**src/hw/rtl/posl_pkg.sv**
```systemverilog
// ----------------------------------------------------------------------------
// posl_pkg
// shared types and constants for the positional array list
// ----------------------------------------------------------------------------
package posl_pkg;

  localparam int DATA_W       = 32;
  localparam int POS_W        = 8;
  localparam int CMD_W        = 3;
  localparam int STATUS_W     = 2;
  localparam int DEF_CAPACITY = 128;
  localparam int GROUP_MAX    = 32;   // most cells looked at per scan cycle

  localparam int IN_TDATA_W   = 48;
  localparam int OUT_TDATA_W  = 56;

  typedef enum logic [CMD_W-1:0] {
    CMD_READ   = 3'd0,
    CMD_MODIFY = 3'd1,
    CMD_INSERT = 3'd2,
    CMD_REMOVE = 3'd3,
    CMD_SEARCH = 3'd4
  } cmd_t;

  typedef enum logic [STATUS_W-1:0] {
    ST_OK       = 2'd0,
    ST_BADPOS   = 2'd1,
    ST_FULL     = 2'd2,
    ST_NOTFOUND = 2'd3
  } status_t;

  typedef enum logic [1:0] {
    S_IDLE,
    S_MARK,
    S_SCAN,
    S_FINISH
  } state_t;

  typedef enum logic [1:0] {
    WR_NONE,
    WR_MODIFY,
    WR_INSERT,
    WR_REMOVE
  } wr_op_t;

  // control broadcast to every cell of the row
  typedef struct packed {
    logic   mark;     // capture hit flags into the scan registers
    logic   scan;     // move scan registers one group toward cell zero
    logic   by_pos;   // hit means "my index is the position" (else value match)
    wr_op_t op;       // store update applied this cycle
  } cell_ctrl_t;

endpackage

```
**src/hw/rtl/posl_scan.sv**
```systemverilog
// ----------------------------------------------------------------------------
// posl_scan
// first-hit encoder and word merge over the lowest group of cells
// ----------------------------------------------------------------------------
module posl_scan #(
  parameter int GROUP = posl_pkg::GROUP_MAX,
  parameter int KW    = 5
) (
  input  logic [GROUP-1:0]                        hit,
  input  logic [GROUP-1:0][posl_pkg::DATA_W-1:0]  dat,
  output logic                                    any,
  output logic [KW-1:0]                           idx,
  output logic [posl_pkg::DATA_W-1:0]             merged
);
  import posl_pkg::*;

  always_comb begin
    any    = |hit;
    idx    = '0;
    merged = '0;
    for (int i = GROUP - 1; i >= 0; i--) begin
      if (hit[i]) idx = KW'(i);
    end
    // only one cell carries a word, the rest are zero
    for (int i = 0; i < GROUP; i++) begin
      merged = merged | dat[i];
    end
  end

endmodule

```
**config.mk**
```make
export PLATFORM = sky130hd
export DESIGN_NAME = posl_scan
export DESIGN_NICKNAME = d
export VERILOG_FILES = /design/src/hw/rtl/posl_pkg.sv /design/src/hw/rtl/posl_scan.sv
export SDC_FILE = /design/constraint.sdc
export NUM_CORES = 1
export LEC_CHECK = 0
export BUFFER_PORTS_ARGS = -buffer_cell sky130_fd_sc_hd__buf_2
export CORE_AREA = 3 3 423 425
export DETAILED_ROUTE_END_ITERATION = 8
export DIE_AREA = 0 0 426 428
export GPL_TIMING_DRIVEN = 0
export PLACE_DENSITY = 0.3
export SLEW_MARGIN = 20
export SYNTH_ARGS = -nofsm -noshare
export SYNTH_HDL_FRONTEND = slang
export SYNTH_SLANG_ARGS = --single-unit
```
**constraint.sdc**
```tcl
create_clock -name vclk -period 1
set_input_delay 0.05 -clock vclk [all_inputs]
set_output_delay 0.05 -clock vclk [all_outputs]
set_load 0.02 [all_outputs]
```
**Word-level counts from Yosys, hierarchy flattened**

Cells that the tools add are included.

- Logic and storage cells: 64
- Register bits after elaboration: 0
- Output and inout bits: 38

- Bitwise logic cells: 31
- Reduce and logical (&&, ||, !) cells: 1
- Multiplexer cells: 32

Operator list:

| operator | count |
|---|---|
| $or 32x32->32 | 31 |
| $mux 5 | 32 |
| $reduce_or 32->1 | 1 |

**Logic depth before layout (Yosys ltp)**

Gate-level depths: netlist (run 1).

- Depth after elaboration: 32
- Gate-level depth with buffers: 5

**Least setup slack after synthesis (run 1)**

Ideal clock, no wire load.

- Path type: input -> output
- Start point: input hit[30]
- End point: output idx[0]
- Required time: 950 ps
- Path slack: -252 ps
- Stages: 5
- Buffers on the path: 0
- Data arrival time: 1202 ps
- Cell sequence: nor3b_1 > nor3_1 > o31ai_1 > o2111ai_1 > a221oi_1

- Longest elaborated chain between the ends: 31

Ends and longest elaborated chain:

| element | RTL line | source |
|---|---|---|
| start, declared | posl_scan.sv:9 | `input logic [GROUP-1:0] hit,` |
| $mux 5 (31 in series) | posl_scan.sv:22 | `if (hit[i]) idx = KW'(i);` |
| end, declared | posl_scan.sv:12 | `output logic [KW-1:0] idx,` |

Every way passes these cells.

**Final worst setup path (run 1)**

- Start point: input dat[654] (netlist name)
- End point: output merged[14] (netlist name)

- Longest elaborated chain between the ends: 12

Ends and longest elaborated chain:

| element | RTL line | source |
|---|---|---|
| start, declared | posl_scan.sv:10 | `input logic [GROUP-1:0][posl_pkg::DATA_W-1:0] dat,` |
| $or 32x32->32 (12 in series) | posl_scan.sv:26 | `merged = merged \| dat[i];` |
| end, declared | posl_scan.sv:13 | `output logic [posl_pkg::DATA_W-1:0] merged` |

Every way passes these cells.

==> results of run 1 <==
==> cell families after synthesis <==
logic type             share of synthesized area [%]
and+or+nand+nor                                 93.4
buffers and inverters                          0.870
AOI/OAI and AO/OA                               5.75
==> cell type report <==
type / instances / area, sq um / area share, %
antenna: 22 / 55.1 / 0.389
multi-input combinational: 411 / 4470 / 31.6
timing repair buffer: 1099 / 6680 / 47.2
tap: 2340 / 2930 / 20.7
inverter: 6 / 22.5 / 0.159
==> critical path: stages <==
cell     delay (ns)
buf_6          0.10
nor4_4         0.32
nand4_1        0.49
or2_4          0.43
buf_8          0.14
==> per-layer routing <==
layer	GRT usage (%)	up-vias
li1	-	4178
met1	11.1	4173
met2	18.5	652
met3	1.78	170
met4	0.975	20
met5	0	-
==> stage by stage <==
| step | instances | TNS, ns | total power (W) |
|---|---|---|---|
| CTS | 3856 | -13.98 | 0.00373 |
| global placement | 3851 | -29.43 | 0.00298 |
| finish | 3878 | -12.30 | 0.00399 |
| floorplan | 417 | -0.449 | 0.000259 |
| global route | 3862 | -14.23 | 0.00424 |
| detailed placement | 3853 | -26.46 | 0.00298 |
==> power breakdown <==
group              total [W]  switching [W]   internal (W)
combinational        0.00399        0.00186        0.00212
sequential                 0              0              0
clock          0.00000000301              0  0.00000000301
total                0.00399        0.00186        0.00212
==> layout by cell type (no fill, tap or decap), types with 2 or more instances in the layout <==
cell,count
nor4_2,57
or2_4,32
a21oi_1,5
buf_4,9
nor2_1,7
nor4_4,87
buf_6,130
inv_1,6
diode_2,22
or4_4,4
nand2_1,2
nor2_4,2
nor3_1,4
o31ai_4,4
buf_2,932
o21ai_0,2
nor4_1,119
nor3_2,2
buf_8,15
nor3b_2,2
nand4_1,65
buf_12,13
==> worst max-delay path by stage <==
stage | start | endpoint | cells after the start
2_1_floorplan | hit[23] | any | 3
3_3_place_gp | dat[562] | merged[18] | 5
3_5_place_dp | hit[28] | idx[0] | 7
4_1_cts | dat[377] | merged[25] | 5
5_1_grt | dat[473] | merged[25] | 5
6_report | dat[654] | merged[14] | 5
==> timing repair <==
item                                    CTS  global route
buffers inserted                          3             0
endpoints found under the setup margin   38            38
gates cloned                              0             0
pin swaps                               151            84
resized for setup                       443           104
==> results.toml, run 1 <==
[outcome]
status = "complete, but fails checks"
violations = "negative setup slack"

[floorplan]
start_util_pct = 1.47
die_y_microns = 428
die_x_microns = 426
core_sq_um = 176000
rows = 154
io_pins = 1094
die_area_sq_um = 182000

[detailed_routing]
wl_met1_mm = 35.4
met3WireLength_mm = 6.35
drt-wirelength-per-cell_microns = 24.0
drt_iter0_markers = 290
highest_layer = "met5"
num_vias = 9193
drc = 0
viasPerCell = 2.37
totalWireLength_mm = 93.2
wl_met2_mm = 49.1
dr.pass1.iters = 4
antenna_left = 0

[min_path]
min_from = "hit[0]"
worstHoldPathType = "input pin to primary output"
min_to = "idx[0]"
hold_depth = 3

[critical_path]
critPathRequiredTime_ns = 0.95
crit_fanout = 1
arrival_ns = 1.55
critPathCaptureType = "primary output"
path_class = "input pin to primary output"
start_kind = "input pin"

[placement]
dpl_cell_area_sq_um = 11100
port_buffers = 1094
hpwl_mm = 89.9
gp_congestion = 0.924
dp_slack_ns = -1.23

[flow_run]
cap_viol_max_count = 0

[layout]
utilization_pct = 8.06
seq_area_sq_um = 0
drive_gt1_share_pct = 85.8
fin_nets = 2574
num-clock-buffers = 0
area_growth_syn_to_layout_pct = 447
n_fill_cell = 20800
flops_and_latches = 0
final_cell_area_sq_um = 14200

[timing]
worst_pin_slew_ns = 0.810
setup_viol = 36
max_freq_ghz = 0.626
rsz0062_at_grt = "yes"
finalHoldViolCount = 0
worst_slack_ns = -0.596
post-route-period-util_pct = 160
maxSlewHeadroom_pct = 45.5
hold_ws_ns = 0.464
min_period_ns = 1.60
drv_slew = 0

[grt]
grt_pass1_vias = 9904
grt_usage_pct = 9.58
grt_max_degree = 6
antenna_found_initial = 98
grt_pass1_wl_mm = 111
grt.overflow.total = 0

[yosys]
ys_warn_count = 0
synth_cell_types = 25
synth_common_cells = "nor4_1 (263), nand4_1 (65), or2_2 (32)"
yosysMostFrequentCell = "nor4_1"
synth_top_area_cell = "nor4_1"
synth_top_area_share_pct = 63.6
synthCells = 417
syn_avg_cell_area_sq_um = 6.20
synth.area.top_cells = "nor4_1 (64%), nand4_1 (16%), or2_2 (7.7%)"
syn_nets = 1473
seq_area_frac_synth_pct = 0
synth_area_sq_um = 2590

[power]
power.density_nw_per_um2 = 281
leakage_nw = 5.29
max-vdd-ir-drop_uv = 103

[cts]
postCtsHoldBufs = 0
Note: power is estimated with default switching activity, not from simulation.
==> run 2: changes to the inputs <==
--- a/config.mk
+++ b/config.mk
@@ -10,7 +10,7 @@
 export DETAILED_ROUTE_END_ITERATION = 8
 export DIE_AREA = 0 0 426 428
 export GPL_TIMING_DRIVEN = 0
-export PLACE_DENSITY = 0.3
+export PLACE_DENSITY_LB_ADDON = 0.3
 export SLEW_MARGIN = 20
 export SYNTH_ARGS = -nofsm -noshare
 export SYNTH_HDL_FRONTEND = slang
==> results.toml, run 2 (synthesis gave the netlist of run 1 again) <==
[outcome]
status = "complete, but fails checks"
violations = "negative setup slack"

[grt]
grt.overflow.total = 0
grt_pass1_vias = 9737
grt_util_met3_pct = 3.08
grt_pass1_wl_mm = 118
top_usage_layer = "met2"
antenna_found_initial = 172
use_met2_pct = 18.9
grt.met1_usage_pct = 11.5
grt_max_degree = 6
grt_usage_pct = 10.4

[floorplan]
core_sq_um = 176000
die_x_microns = 426
die_y_microns = 428
start_util_pct = 1.47
io_pins = 1094
rows = 154
die_area_sq_um = 182000

[timing]
max_freq_ghz = 0.636
rsz0062_at_grt = "yes"
min_period_ns = 1.57
worst_pin_slew_ns = 0.815
finalHoldViolCount = 0
maxSlewHeadroom_pct = 45.2
post-route-period-util_pct = 157
hold_ws_ns = 0.457
setup_tns_ns = -12.43
setup_viol = 37
drv_slew = 0
worst_slack_ns = -0.572

[layout]
stdcell_count = 3914
layout_common_cells = "buf_2 (945), nor4_1 (149), buf_6 (128)"
flops_and_latches = 0
layout_commonest_cell = "buf_2"
n_fill_cell = 20800
multiInputGateArea_sq_um = 4040
num-clock-buffers = 0
drive_gt1_share_pct = 83.3
seq_area_sq_um = 0
fin_nets = 2582
area_growth_syn_to_layout_pct = 433

[placement]
placedCellCount = 3860
hpwl_mm = 97.0
gp_congestion = 0.979
dp_slack_ns = -1.32
port_buffers = 1094

[power]
max-vdd-ir-drop_uv = 93.3
power.density_nw_per_um2 = 263
leakage_nw = 5.26
finalPower_w = 0.00363

[cts]
postCtsHoldBufs = 0

[flow_run]
cap_viol_max_count = 0

[min_path]
worstHoldPathType = "input pin to primary output"

[detailed_routing]
viasPerCell = 2.48
drc = 0
dr.pass1.iters = 4
num_vias = 9720
totalWireLength_mm = 101
antenna_left = 0
drt_iter0_markers = 425
drt-wirelength-per-cell_microns = 25.7

[critical_path]
critPathRequiredTime_ns = 0.95
start_kind = "input pin"
arrival_ns = 1.52
crit_fanout = 1
path_class = "input pin to primary output"
critPathCaptureType = "primary output"
-- run 2: changes by cell type in the layout (fill, tap and decap cells not counted), moves of 4 or more --
cell and change:
o31ai_4 -4, nor4_4 -18, nor4_2 -12, buf_2 +13
nor4_1 +30, diode_2 +28
-- run 2: per-layer routing --
metal	wire length, microns	share of wire (%)
met1	36300	36
met2	51000	51
met3	9100	9.0
met4	3900	3.9
met5	367	0.36
-- run 2: final timing paths --
| kind | startpoint | end | cells past startpoint |
|---|---|---|---|
| min | hit[0] | idx[0] | 3 |
| max | dat[313] | merged[25] | 5 |
-- run 2: critical path, cell delays in order --
cell and delay (ns):
buf_6 0.09, nor4_4 0.26, nand4_1 0.50, or2_4 0.45
buf_8 0.14
-- run 2: layout make-up --
class / count / share of cell area (%)
repair buffers: 1107 / 48.4
multi-input cells: 411 / 29.3
well taps: 2340 / 21.2
inverters: 6 / 0.163
diodes: 50 / 0.907
-- run 2: report_power, final --
part	total [W]	switching [W]	internal (W)	leakage [nW]
clock network	0.00000000670	0	0.00000000670	0.000320
registers	0	0	0	0
logic	0.00363	0.00158	0.00205	5.26
-- run 2: metrics by stage --
step                      utilization (%)  instance area, sq um
after floorplan                         -                  2620
after global placement               6.27                 11000
after detailed placement             6.38                 11200
after CTS                            7.48                 13100
after global routing                 7.82                 13700
final                                7.85                 13800
-- run 2: what timing repair did --
item                       CTS  global route
setup endpoints to repair   38            38
gates cloned                 0             0
resized for setup          367            81
buffers inserted             3             1
pin swaps                  124            64
