==> config.mk <==
export PLATFORM = sky130hd
export DESIGN_NAME = posl_cell
export DESIGN_NICKNAME = d
export VERILOG_FILES = /design/src/hw/rtl/posl_pkg.sv /design/src/hw/rtl/posl_cell.sv
export SDC_FILE = /design/constraint.sdc
export NUM_CORES = 1
export LEC_CHECK = 0
export BUFFER_PORTS_ARGS = -buffer_cell sky130_fd_sc_hd__clkbuf_2
export CAP_MARGIN = 20
export CORE_ASPECT_RATIO = 0.75
export CORE_MARGIN = 2
export CORE_UTILIZATION = 41
export DETAILED_ROUTE_END_ITERATION = 12
export HOLD_SLACK_MARGIN = 0.15
export PLACE_DENSITY = 0.79
export SYNTH_ARGS = -nofsm -noshare
export SYNTH_HDL_FRONTEND = slang
export SYNTH_SLANG_ARGS = --single-unit
export TNS_END_PERCENT = 20
==> constraint.sdc <==
create_clock -name clk -period 3 [get_ports clk]
set_clock_uncertainty 0.05 [all_clocks]
set_input_delay 0.3 -clock clk [delete_from_list [all_inputs] [get_ports clk]]
set_output_delay 0.3 -clock clk [all_outputs]
set_load 0.02 [all_outputs]
==> src/hw/rtl/posl_pkg.sv <==
// ----------------------------------------------------------------------------
// posl_pkg
// shared types and constants for the positional array list
// ----------------------------------------------------------------------------
package posl_pkg;

  localparam int DATA_W       = 32;
  localparam int POS_W        = 8;
  localparam int CMD_W        = 3;
  localparam int STATUS_W     = 2;
  localparam int DEF_CAPACITY = 128;
  localparam int GROUP_MAX    = 32;   // most cells looked at per scan cycle

  localparam int IN_TDATA_W   = 48;
  localparam int OUT_TDATA_W  = 56;

  typedef enum logic [CMD_W-1:0] {
    CMD_READ   = 3'd0,
    CMD_MODIFY = 3'd1,
    CMD_INSERT = 3'd2,
    CMD_REMOVE = 3'd3,
    CMD_SEARCH = 3'd4
  } cmd_t;

  typedef enum logic [STATUS_W-1:0] {
    ST_OK       = 2'd0,
    ST_BADPOS   = 2'd1,
    ST_FULL     = 2'd2,
    ST_NOTFOUND = 2'd3
  } status_t;

  typedef enum logic [1:0] {
    S_IDLE,
    S_MARK,
    S_SCAN,
    S_FINISH
  } state_t;

  typedef enum logic [1:0] {
    WR_NONE,
    WR_MODIFY,
    WR_INSERT,
    WR_REMOVE
  } wr_op_t;

  // control broadcast to every cell of the row
  typedef struct packed {
    logic   mark;     // capture hit flags into the scan registers
    logic   scan;     // move scan registers one group toward cell zero
    logic   by_pos;   // hit means "my index is the position" (else value match)
    wr_op_t op;       // store update applied this cycle
  } cell_ctrl_t;

endpackage

==> src/hw/rtl/posl_cell.sv <==
// ----------------------------------------------------------------------------
// posl_cell
// one list entry with its shift links and scan register
// ----------------------------------------------------------------------------
module posl_cell #(
  parameter int CAPACITY = posl_pkg::DEF_CAPACITY,
  parameter int INDEX    = 0,
  parameter int IW       = 7,
  parameter int PW       = 8
) (
  input  logic                         clk,
  input  posl_pkg::cell_ctrl_t         ctrl,
  input  logic [IW-1:0]                pos_idx,
  input  logic [PW-1:0]                count,
  input  logic [posl_pkg::DATA_W-1:0]  value,
  input  logic [posl_pkg::DATA_W-1:0]  left_data,
  input  logic [posl_pkg::DATA_W-1:0]  right_data,
  output logic [posl_pkg::DATA_W-1:0]  data,
  input  logic                         scan_hit_in,
  input  logic [posl_pkg::DATA_W-1:0]  scan_dat_in,
  output logic                         scan_hit,
  output logic [posl_pkg::DATA_W-1:0]  scan_dat
);
  import posl_pkg::*;

  logic here;
  logic after;
  logic live;

  assign here  = (pos_idx == IW'(INDEX));
  assign after = (IW'(INDEX) > pos_idx);
  assign live  = (PW'(INDEX) < count) && (INDEX < CAPACITY);

  // entry word, undefined until written
  always_ff @(posedge clk) begin
    case (ctrl.op)
      WR_MODIFY: begin
        if (here) data <= value;
      end
      WR_INSERT: begin
        if (here) begin
          data <= value;
        end else if (after) begin
          data <= left_data;
        end
      end
      WR_REMOVE: begin
        if (here || after) data <= right_data;
      end
      default: begin
      end
    endcase
  end

  // scan register: hit flag plus word when addressed by position
  always_ff @(posedge clk) begin
    if (ctrl.mark) begin
      scan_hit <= ctrl.by_pos ? here : (live && (data == value));
      scan_dat <= (ctrl.by_pos && here) ? data : '0;
    end else if (ctrl.scan) begin
      scan_hit <= scan_hit_in;
      scan_dat <= scan_dat_in;
    end
  end

endmodule

-- After elaboration in Yosys (flattened, before gate mapping)
Cells that the tools add are included.
- bits in registers: 65
- output and inout port bits: 65
- latch bits: 0
- memories: 0
- RAM bits: 0
- memory bits (read-only): 0
- multipliers: 0
- reduce and logical (&&, ||, !) cells: 7
- shift operators: 0
- equality and inequality tests: 7
- $lt $le $gt $ge: 2
- mux-type cells: 11
- bitwise logic cells: 0
- divide/modulo/power cells: 0
- $add $sub $neg: 0
- operators with widths (operator ; count):
    2-to-1 mux 32 bit ; 7
    case mux 32 bit (3 select lines) ; 1
    == test 32 bit ; 1
    less-than comparator 1 x 8 -> 1 bit (first input constant) ; 1
    > comparator 1 x 7 -> 1 bit (first input constant) ; 1
    zero test 7 bit ; 1
    == test 2 bit (second input constant) ; 2
    inequality test 2 bit (second input constant) ; 2
    AND reduction 4 bit ; 1
    2-to-1 mux 1 bit ; 3
    inequality test 3 bit (second input constant) ; 1
    nonzero test 3 bit ; 1
    == test 2 x 1 -> 1 bit (second input constant) ; 1
    logical AND 1 bit ; 2
    nonzero test 2 bit ; 1
    logical OR 1 bit ; 1

-- Longest topological paths before layout
Gate-level depths: netlist of run 1.
- word-level depth: 4
- mapped depth: 7
- gate-level depth less buffers: 5

-- Worst setup path after synthesis of run 1
No wires, ideal clock.
- path type: in2reg
- start point: input pos_idx[2]
- end point: register data[0] (netlist name) (enable)
- arrival: 2.668 ns
- library setup time: 0.432 ns
- setup slack: -0.150 ns
- cell stages on the path: 6
- buffers on the path: 2
- path through: nor4_2 -> and2_1 -> buf_6 -> buf_12 -> nor2_1 -> a21oi_1
- word-level cells in the longest chain between the ends: 4
- elaborated cells between the ends (all ways): 7
- those cells by class: order compare (1); eq/ne (3); reduce/logical (3)
- ends and longest elaborated chain (element ; RTL line ; RTL):
    start: declaration ; posl_cell.sv:13 ; input logic [IW-1:0] pos_idx,
    > comparator 1 x 7 -> 1 bit / zero test 7 bit (equally long branches) ; posl_cell.sv:31, posl_cell.sv:30 ;
    logical OR 1 bit ; posl_cell.sv:48 ; if (here || after) data <= right_data;
    inequality test 2 bit (no line) ; -- ;
    AND reduction 4 bit (no line) (*) ; -- ;
    end signal: assignment ; posl_cell.sv:38 ; if (here) data <= value;
    end signal: assignment ; posl_cell.sv:42 ; data <= value;
    end signal: assignment ; posl_cell.sv:48 ;
    end: declaration ; posl_cell.sv:18 ; output logic [posl_pkg::DATA_W-1:0] data,
Every way passes the cells marked *; elsewhere a longest branch is shown, timed or not.
A chain may end at the register's enable or synchronous reset.

-- Final worst setup path of run 1
- start point: input ctrl[0] (netlist name)
- end point: register data[19] (netlist name) (data pin)
- word-level cells in the longest chain between the ends: 2
- elaborated cells between the ends (all ways): 4
- those cells by class: eq/ne (3); mux (1)
- ends and longest elaborated chain (element ; RTL line ; RTL):
    start: declaration ; posl_cell.sv:12 ; input posl_pkg::cell_ctrl_t ctrl,
    == test 2 bit / == test 2 x 1 -> 1 bit (equally long branches) ; posl_cell.sv:36 ; case (ctrl.op)
    case mux 32 bit (3 select lines) (*) ; posl_cell.sv:36 ;
    end signal: assignment ; posl_cell.sv:38 ;
    end signal: assignment ; posl_cell.sv:42 ;
    end signal: assignment ; posl_cell.sv:44 ; data <= left_data;
Marked as above.

==> out/metrics.cfg, run 1 <==
[status]
outcome = completed

[floorplan]
die_w_um = 118
die_h_um = 89.2
ios = 215
rows = 31
initial_core_util_pct = 41.6
design.die.area_um2 = 10500
core-area_um2 = 9540

[routing]
wl_per_cell_um = 18.3
vias = 3644
drt_pass1_iterations = 4
ant_nets = 0
via_per_inst = 5.28
drc = 0
drt_iter0_drc = 300
totalWireLength_mm = 12.6

[placed_design]
place_hpwl_mm = 9.98
place_congestion = 1.01
dp.cells = 674
post-place-ws_ns = 0.759
io_buffers = 214

[clock_network]
root_buffer = clkbuf_16
postCtsHoldBufs = 0
cts_tree = yes
cts.sinks = 65
cts_resized = 0
clkSlewWorstSetupHoldPaths_ns = 0.06
cts_made_buffers = 9
cts_max_level = 3
cts_setup_buffers = 0
clock_latency_ns = 0.32
clockBufferDepth = 2

[worst_setup_path]
reg2reg_depth = 5
criticalPathCategory = in2reg
critPathLaunchType = primary input
critPathLaunch = ctrl[0]
reg2reg_slack_ns = 1.21
crit_end = data[19]
critPathRequiredTime_ns = 3.01
worstPathArrival_ns = 1.97
end_kind = flop
cp_max_fo = 27
rr_startpoint = data[27]
reg2reg_to = scan_hit

[grt]
grt_pass1_wl_mm = 18.9
grt_max_degree = 34
overflow = 0
antenna_found_initial = 0
grt_pass1_vias = 3525
track_usage_pct = 23.7

[finish]
final-seq-area_um2 = 1950
finish.utilization_pct = 56.1
final_cells = 690
drive_gt1_share_pct = 48.6
multiInputGateArea_um2 = 1760
n_fill_cell = 879
antennaDiodeCount = 0
synthToLayoutAreaGrowth_pct = 34.8
num-nets-final = 706

[logic_synthesis]
synth.most_common_cell = edfxtp_1
ys_seq_elements = 65
synthTopCellsByCount = edfxtp_1, nand2_1, nor2_1
synthFlopType = edfxtp_1
ys_async_sr_fraction_pct = 0
avgSynthCellArea_um2 = 11.5
synth_nets = 498
synth_top_cell_by_area = edfxtp_1
synth_area_leaders = edfxtp_1, mux2i_1, a221o_2
seq_area_frac_synth_pct = 49.2
yosysWarningCount = 0
synth_top_area_share_pct = 49.2
syn-instance-count = 345
syn_area_um2 = 3970
synth_cell_types = 32
synth-edff-count = 65

[power]
peakVddDrop_v = 0.000233
power_leakage_nw = 2.45
cellPowerDensity_nw_per_um2 = 562

[sta]
worst_slack_ns = 1.05
finalSetupViolations = 0
slew_headroom_pct = 49.3
finalCritPeriodShare_pct = 65.1
maxSlewViolCount = 0
fmax_mhz = 512
hold_slack_ns = 0.240
rsz0062_at_grt = false
worstMarginPinSlew_ns = 0.761
finalHoldViolCount = 0
tns_ns = 0
period_needed_ns = 1.95

[flow_run]
drv_cap = 0

[hold_path]
min_path_type = in2reg

-- worst min path at each step --
stage,start,to,slack (ns),cells past startpoint
2_1_floorplan,right_data[27],data[27],0.44,2
3_3_place_gp,right_data[22],data[22],0.56,2
3_5_place_dp,right_data[10],data[10],0.57,2
4_1_cts,right_data[13],data[13],0.23,2
5_1_grt,right_data[9],data[9],0.23,2
6_report,right_data[13],data[13],0.24,2
-- logic make-up (layout without fill, tap and decap cells) --
kind of cell / Yosys count / count (layout) / share of synthesized area, %
and+or+nand+nor: 116 / 116 / 12.2
DFF: 65 / 65 / 49.2
buffers and inverters: 28 / 241 / 6.81
AOI/OAI and AO/OA: 69 / 69 / 15.8
muxes: 32 / 32 / 8.07
adders and majority gates: 3 / 3 / 0.946
xor gates and xnor gates: 32 / 32 / 7.06
-- layer usage --
layer | GRT usage, % | vias up | part of all wire (%)
met5 | 0 | - | 0
met4 | 6.46 | 0 | 1.1
met3 | 4.66 | 14 | 8.1
met2 | 38.4 | 217 | 47
met1 | 33.1 | 1719 | 44
li1 | - | 1694 | -
-- metrics by stage --
stage               total power, W  area (µm²)
CTS                        0.00303        5350
detailed placement         0.00191        5030
global placement           0.00190        5030
floorplan                  0.00160        3970
finish                     0.00301        5350
global route               0.00313        5350
-- cell type report --
cell class	count	area share, %
clock buffer	9	4.21
clock inverter	7	1.78
inverter	4	0.281
multi-input combinational	252	32.9
sequential	65	36.5
tap	132	3.09
timing repair buffer	221	21.2
-- flip-flops by register name (all words and copies together) (netlist names) --
name	count
data	32
scan_dat	32
scan_hit	1
-- where the power goes --
group          switching [W]  internal, W  total, W
clock               0.000384     0.000726   0.00111
combinational       0.000373     0.000285  0.000658
sequential          0.000103      0.00113   0.00124
total               0.000860      0.00215   0.00301
-- placed cells by master (no fill, tap or decap), types with 4 or more instances in the layout --
| master | count |
|---|---|
| nand2_1 | 62 |
| nor2_1 | 34 |
| mux2i_1 | 32 |
| buf_4 | 6 |
| xnor2_1 | 31 |
| nand4_1 | 7 |
| clkbuf_16 | 9 |
| clkbuf_2 | 214 |
| a221o_2 | 28 |
| inv_1 | 4 |
| a21boi_1 | 29 |
| edfxtp_1 | 65 |
-- critical path, cell delays in order --
cell      delay, ns
clkbuf_2       0.10
inv_1          0.06
ha_1           0.39
buf_4          0.33
nor2_2         0.11
buf_4          0.27
a221o_2        0.39
Power figures use the tool's default switching activity.
==> run 2, diff against run 1 <==
==> constraint.sdc (replaced) <==
create_clock -name clk -period 1.6 [get_ports clk]
set_clock_uncertainty 0.05 [all_clocks]
set_input_delay 0.16 -clock clk [delete_from_list [all_inputs] [get_ports clk]]
set_output_delay 0.16 -clock clk [all_outputs]
set_load 0.02 [all_outputs]
==> out/metrics.cfg, run 2 (synthesis results as in run 1) <==
[status]
outcome = completed  ; unchanged

[routing]
via_per_inst = 5.19  ; was 5.28
drt_pass1_iterations = 5  ; was 4
vias = 4160  ; was 3644
wl_per_cell_um = 18.1  ; was 18.3 µm
totalWireLength_mm = 14.5  ; was 12.6 mm
drc = 0  ; unchanged
ant_nets = 0  ; unchanged
drt_iter0_drc = 343  ; was 300

[finish]
synthToLayoutAreaGrowth_pct = 65.8  ; was 34.8%
final_common_cell = clkbuf_2  ; unchanged
antennaDiodeCount = 0  ; unchanged
reg_top3 = data x32, scan_dat x32, scan_hit x1  ; unchanged
n_fill_cell = 699  ; was 879
drive_gt1_share_pct = 46.5  ; was 48.6%
final_cell_mix = clkbuf_2, dlygate4sd3_1, edfxtp_1  ; was clkbuf_2, edfxtp_1, nand2_1
num-nets-final = 817  ; was 706

[worst_setup_path]
reg2reg_slack_ns = 0.06  ; was 1.21 ns
cp_max_fo = 3  ; was 27
critPathMaxStageDelay_ns = 0.54  ; was 0.39 ns
rr_startpoint = data[23]  ; was data[27]
critPathBufInv = 2  ; was 4
criticalPathCategory = in2reg  ; unchanged
worstPathArrival_ns = 1.68  ; was 1.97 ns
reg2reg_to = scan_hit  ; unchanged
crit_path_cell_trace = dlygate4sd3_1 > clkbuf_2 > xnor2_1 > nand4_1 > a2111oi_2 > nand3_1 > a21oi_1  ; was clkbuf_2 > inv_1 > ha_1 > buf_4 > nor2_2 > buf_4 > a221o_2
critPathLaunchType = primary input  ; unchanged
critPathRequiredTime_ns = 1.72  ; was 3.01 ns
critical-path-top-delay-family = buffers and inverters  ; unchanged
reg2reg_depth = 5  ; unchanged
cp_slowest_cell = dlygate4sd3_1  ; was ha_1
end_kind = flop  ; unchanged

[sta]
finalCritPeriodShare_pct = 97.6
fmax_mhz = 640
tns_ns = 0  ; unchanged
maxSlewViolCount = 0  ; unchanged
finalSetupViolations = 0  ; unchanged
period_needed_ns = 1.56
hold_slack_ns = 0.158  ; was 0.240 ns
finalHoldViolCount = 0  ; unchanged
rsz0062_at_grt = true  ; was false
slew_headroom_pct = 49.8  ; was 49.3%
worstMarginPinSlew_ns = 0.752  ; was 0.761 ns

[clock_network]
cts.sinks = 65  ; unchanged
clkSlewWorstSetupHoldPaths_ns = 0.06  ; about the same
root_buffer = clkbuf_16  ; unchanged
cts_tree = yes  ; unchanged
clockBufferDepth = 2  ; unchanged
cts_made_buffers = 9  ; unchanged
clock_latency_ns = 0.32  ; about the same
cts_max_level = 3  ; unchanged

[floorplan]
die_w_um = 118  ; unchanged
design.die.area_um2 = 10500  ; unchanged
initial_core_util_pct = 41.6  ; unchanged
rows = 31  ; unchanged
ios = 215  ; unchanged
core-area_um2 = 9540  ; unchanged
die_h_um = 89.2  ; unchanged

[hold_path]
min_to = data[12]  ; was data[13]
min_path_type = in2reg  ; unchanged
hold_depth = 2  ; unchanged
hp-start = value[12]  ; was right_data[13]

[grt]
grt_max_degree = 34  ; unchanged
use_met3_pct = 5.68  ; was 4.66%
use_met1_pct = 33.6  ; was 33.1%
use_met2_pct = 47.3  ; was 38.4%
global_route.peak_usage_layer = met2  ; unchanged
antenna_found_initial = 0  ; unchanged
track_usage_pct = 26.8  ; was 23.7%
grt_pass1_vias = 4130  ; was 3525
grt_pass1_wl_mm = 21.4  ; was 18.9 mm
overflow = 0  ; unchanged

[power]
cellPowerDensity_nw_per_um2 = 942  ; was 562 nW/µm²
power_leakage_nw = 3.03  ; was 2.45 nW
peakVddDrop_v = 0.000654  ; was 0.000233 V

[placed_design]
place_hpwl_mm = 10.0  ; was 9.98 mm
io_buffers = 214  ; unchanged
place_congestion = 0.858  ; was 1.01

[flow_run]
drv_cap = 0  ; unchanged

run 2: changes by cell type in the layout (fill, tap and decap cells not counted), moves of 2 or more:
cell           change
dlygate4sd3_1     +84
buf_4             +25
xnor2_1           -10
xnor2_2           +10
buf_12             +4
clkbuf_2           -2
clkinv_2           -2
run 2: per-layer routing:
layer / vias up / part of all wire, %
met5: - / 0
met4: 0 / 2.7
met3: 38 / 6.7
met2: 242 / 50
met1: 1960 / 41
li1: 1920 / -
run 2: through the flow:
step | setup WS, ns | cells | instance area (µm²) | total power, W | util [%]
after floorplan | -0.313 | 345 | 4000 | 0.00301 | -
after detailed placement | -0.115 | 700 | 5300 | 0.00371 | 55.5
final | 0.0383 | 801 | 6580 | 0.00620 | 69.0
after global routing | -0.0287 | 801 | 6580 | 0.00641 | 69.0
after CTS | 0.000324 | 802 | 6530 | 0.00618 | 68.5
after global placement | -0.108 | 700 | 5300 | 0.00369 | 55.5
run 2: report_power, final:
group / internal, W / switching, W / leakage, nW
logic: 0.000808 / 0.000850 / 2.21
registers: 0.00213 / 0.000137 / 0.653
clock network: 0.00153 / 0.000749 / 0.163
run 2: worst max-delay path by stage:
stage	depth (start not counted)	from	slack [ns]	endpoint
CTS	7	value[18]	0.0003	scan_hit
global placement	5	data[9]	-0.11	scan_hit
floorplan	6	pos_idx[6]	-0.31	data[0]
global route	5	data[8]	-0.03	scan_hit
finish	7	value[11]	0.04	scan_hit
detailed placement	5	data[9]	-0.12	scan_hit
run 2: what timing repair did:
| item | CTS | global route |
|---|---|---|
| pin swaps | 4 | 5 |
| buffers inserted | 2 | 1 |
| resized for setup | 6 | 7 |
| endpoints found under the setup margin | 1 | 1 |
| hold buffers | 84 | 0 |
| endpoints found under the hold margin | 62 | 0 |
run 2: area by class of cell:
class                   count  area, µm²  share of cell area [%]
flip-flops and latches     65       1950                    29.7
clock inverters             6        115                    1.75
multi-input cells         252       1870                    28.4
well taps                 132        165                    2.51
repair buffers            332       2230                    34.0
inverters                   4       15.0                   0.228
clock buffers              10        229                    3.48
run 2: worst reg2reg max path, cell delays in order (launching register included):
cell and delay [ns]:
edfxtp_1 0.42, xnor2_1 0.18, nand4_1 0.15, nor4_2 0.31, nand3_1 0.12, a21oi_1 0.16
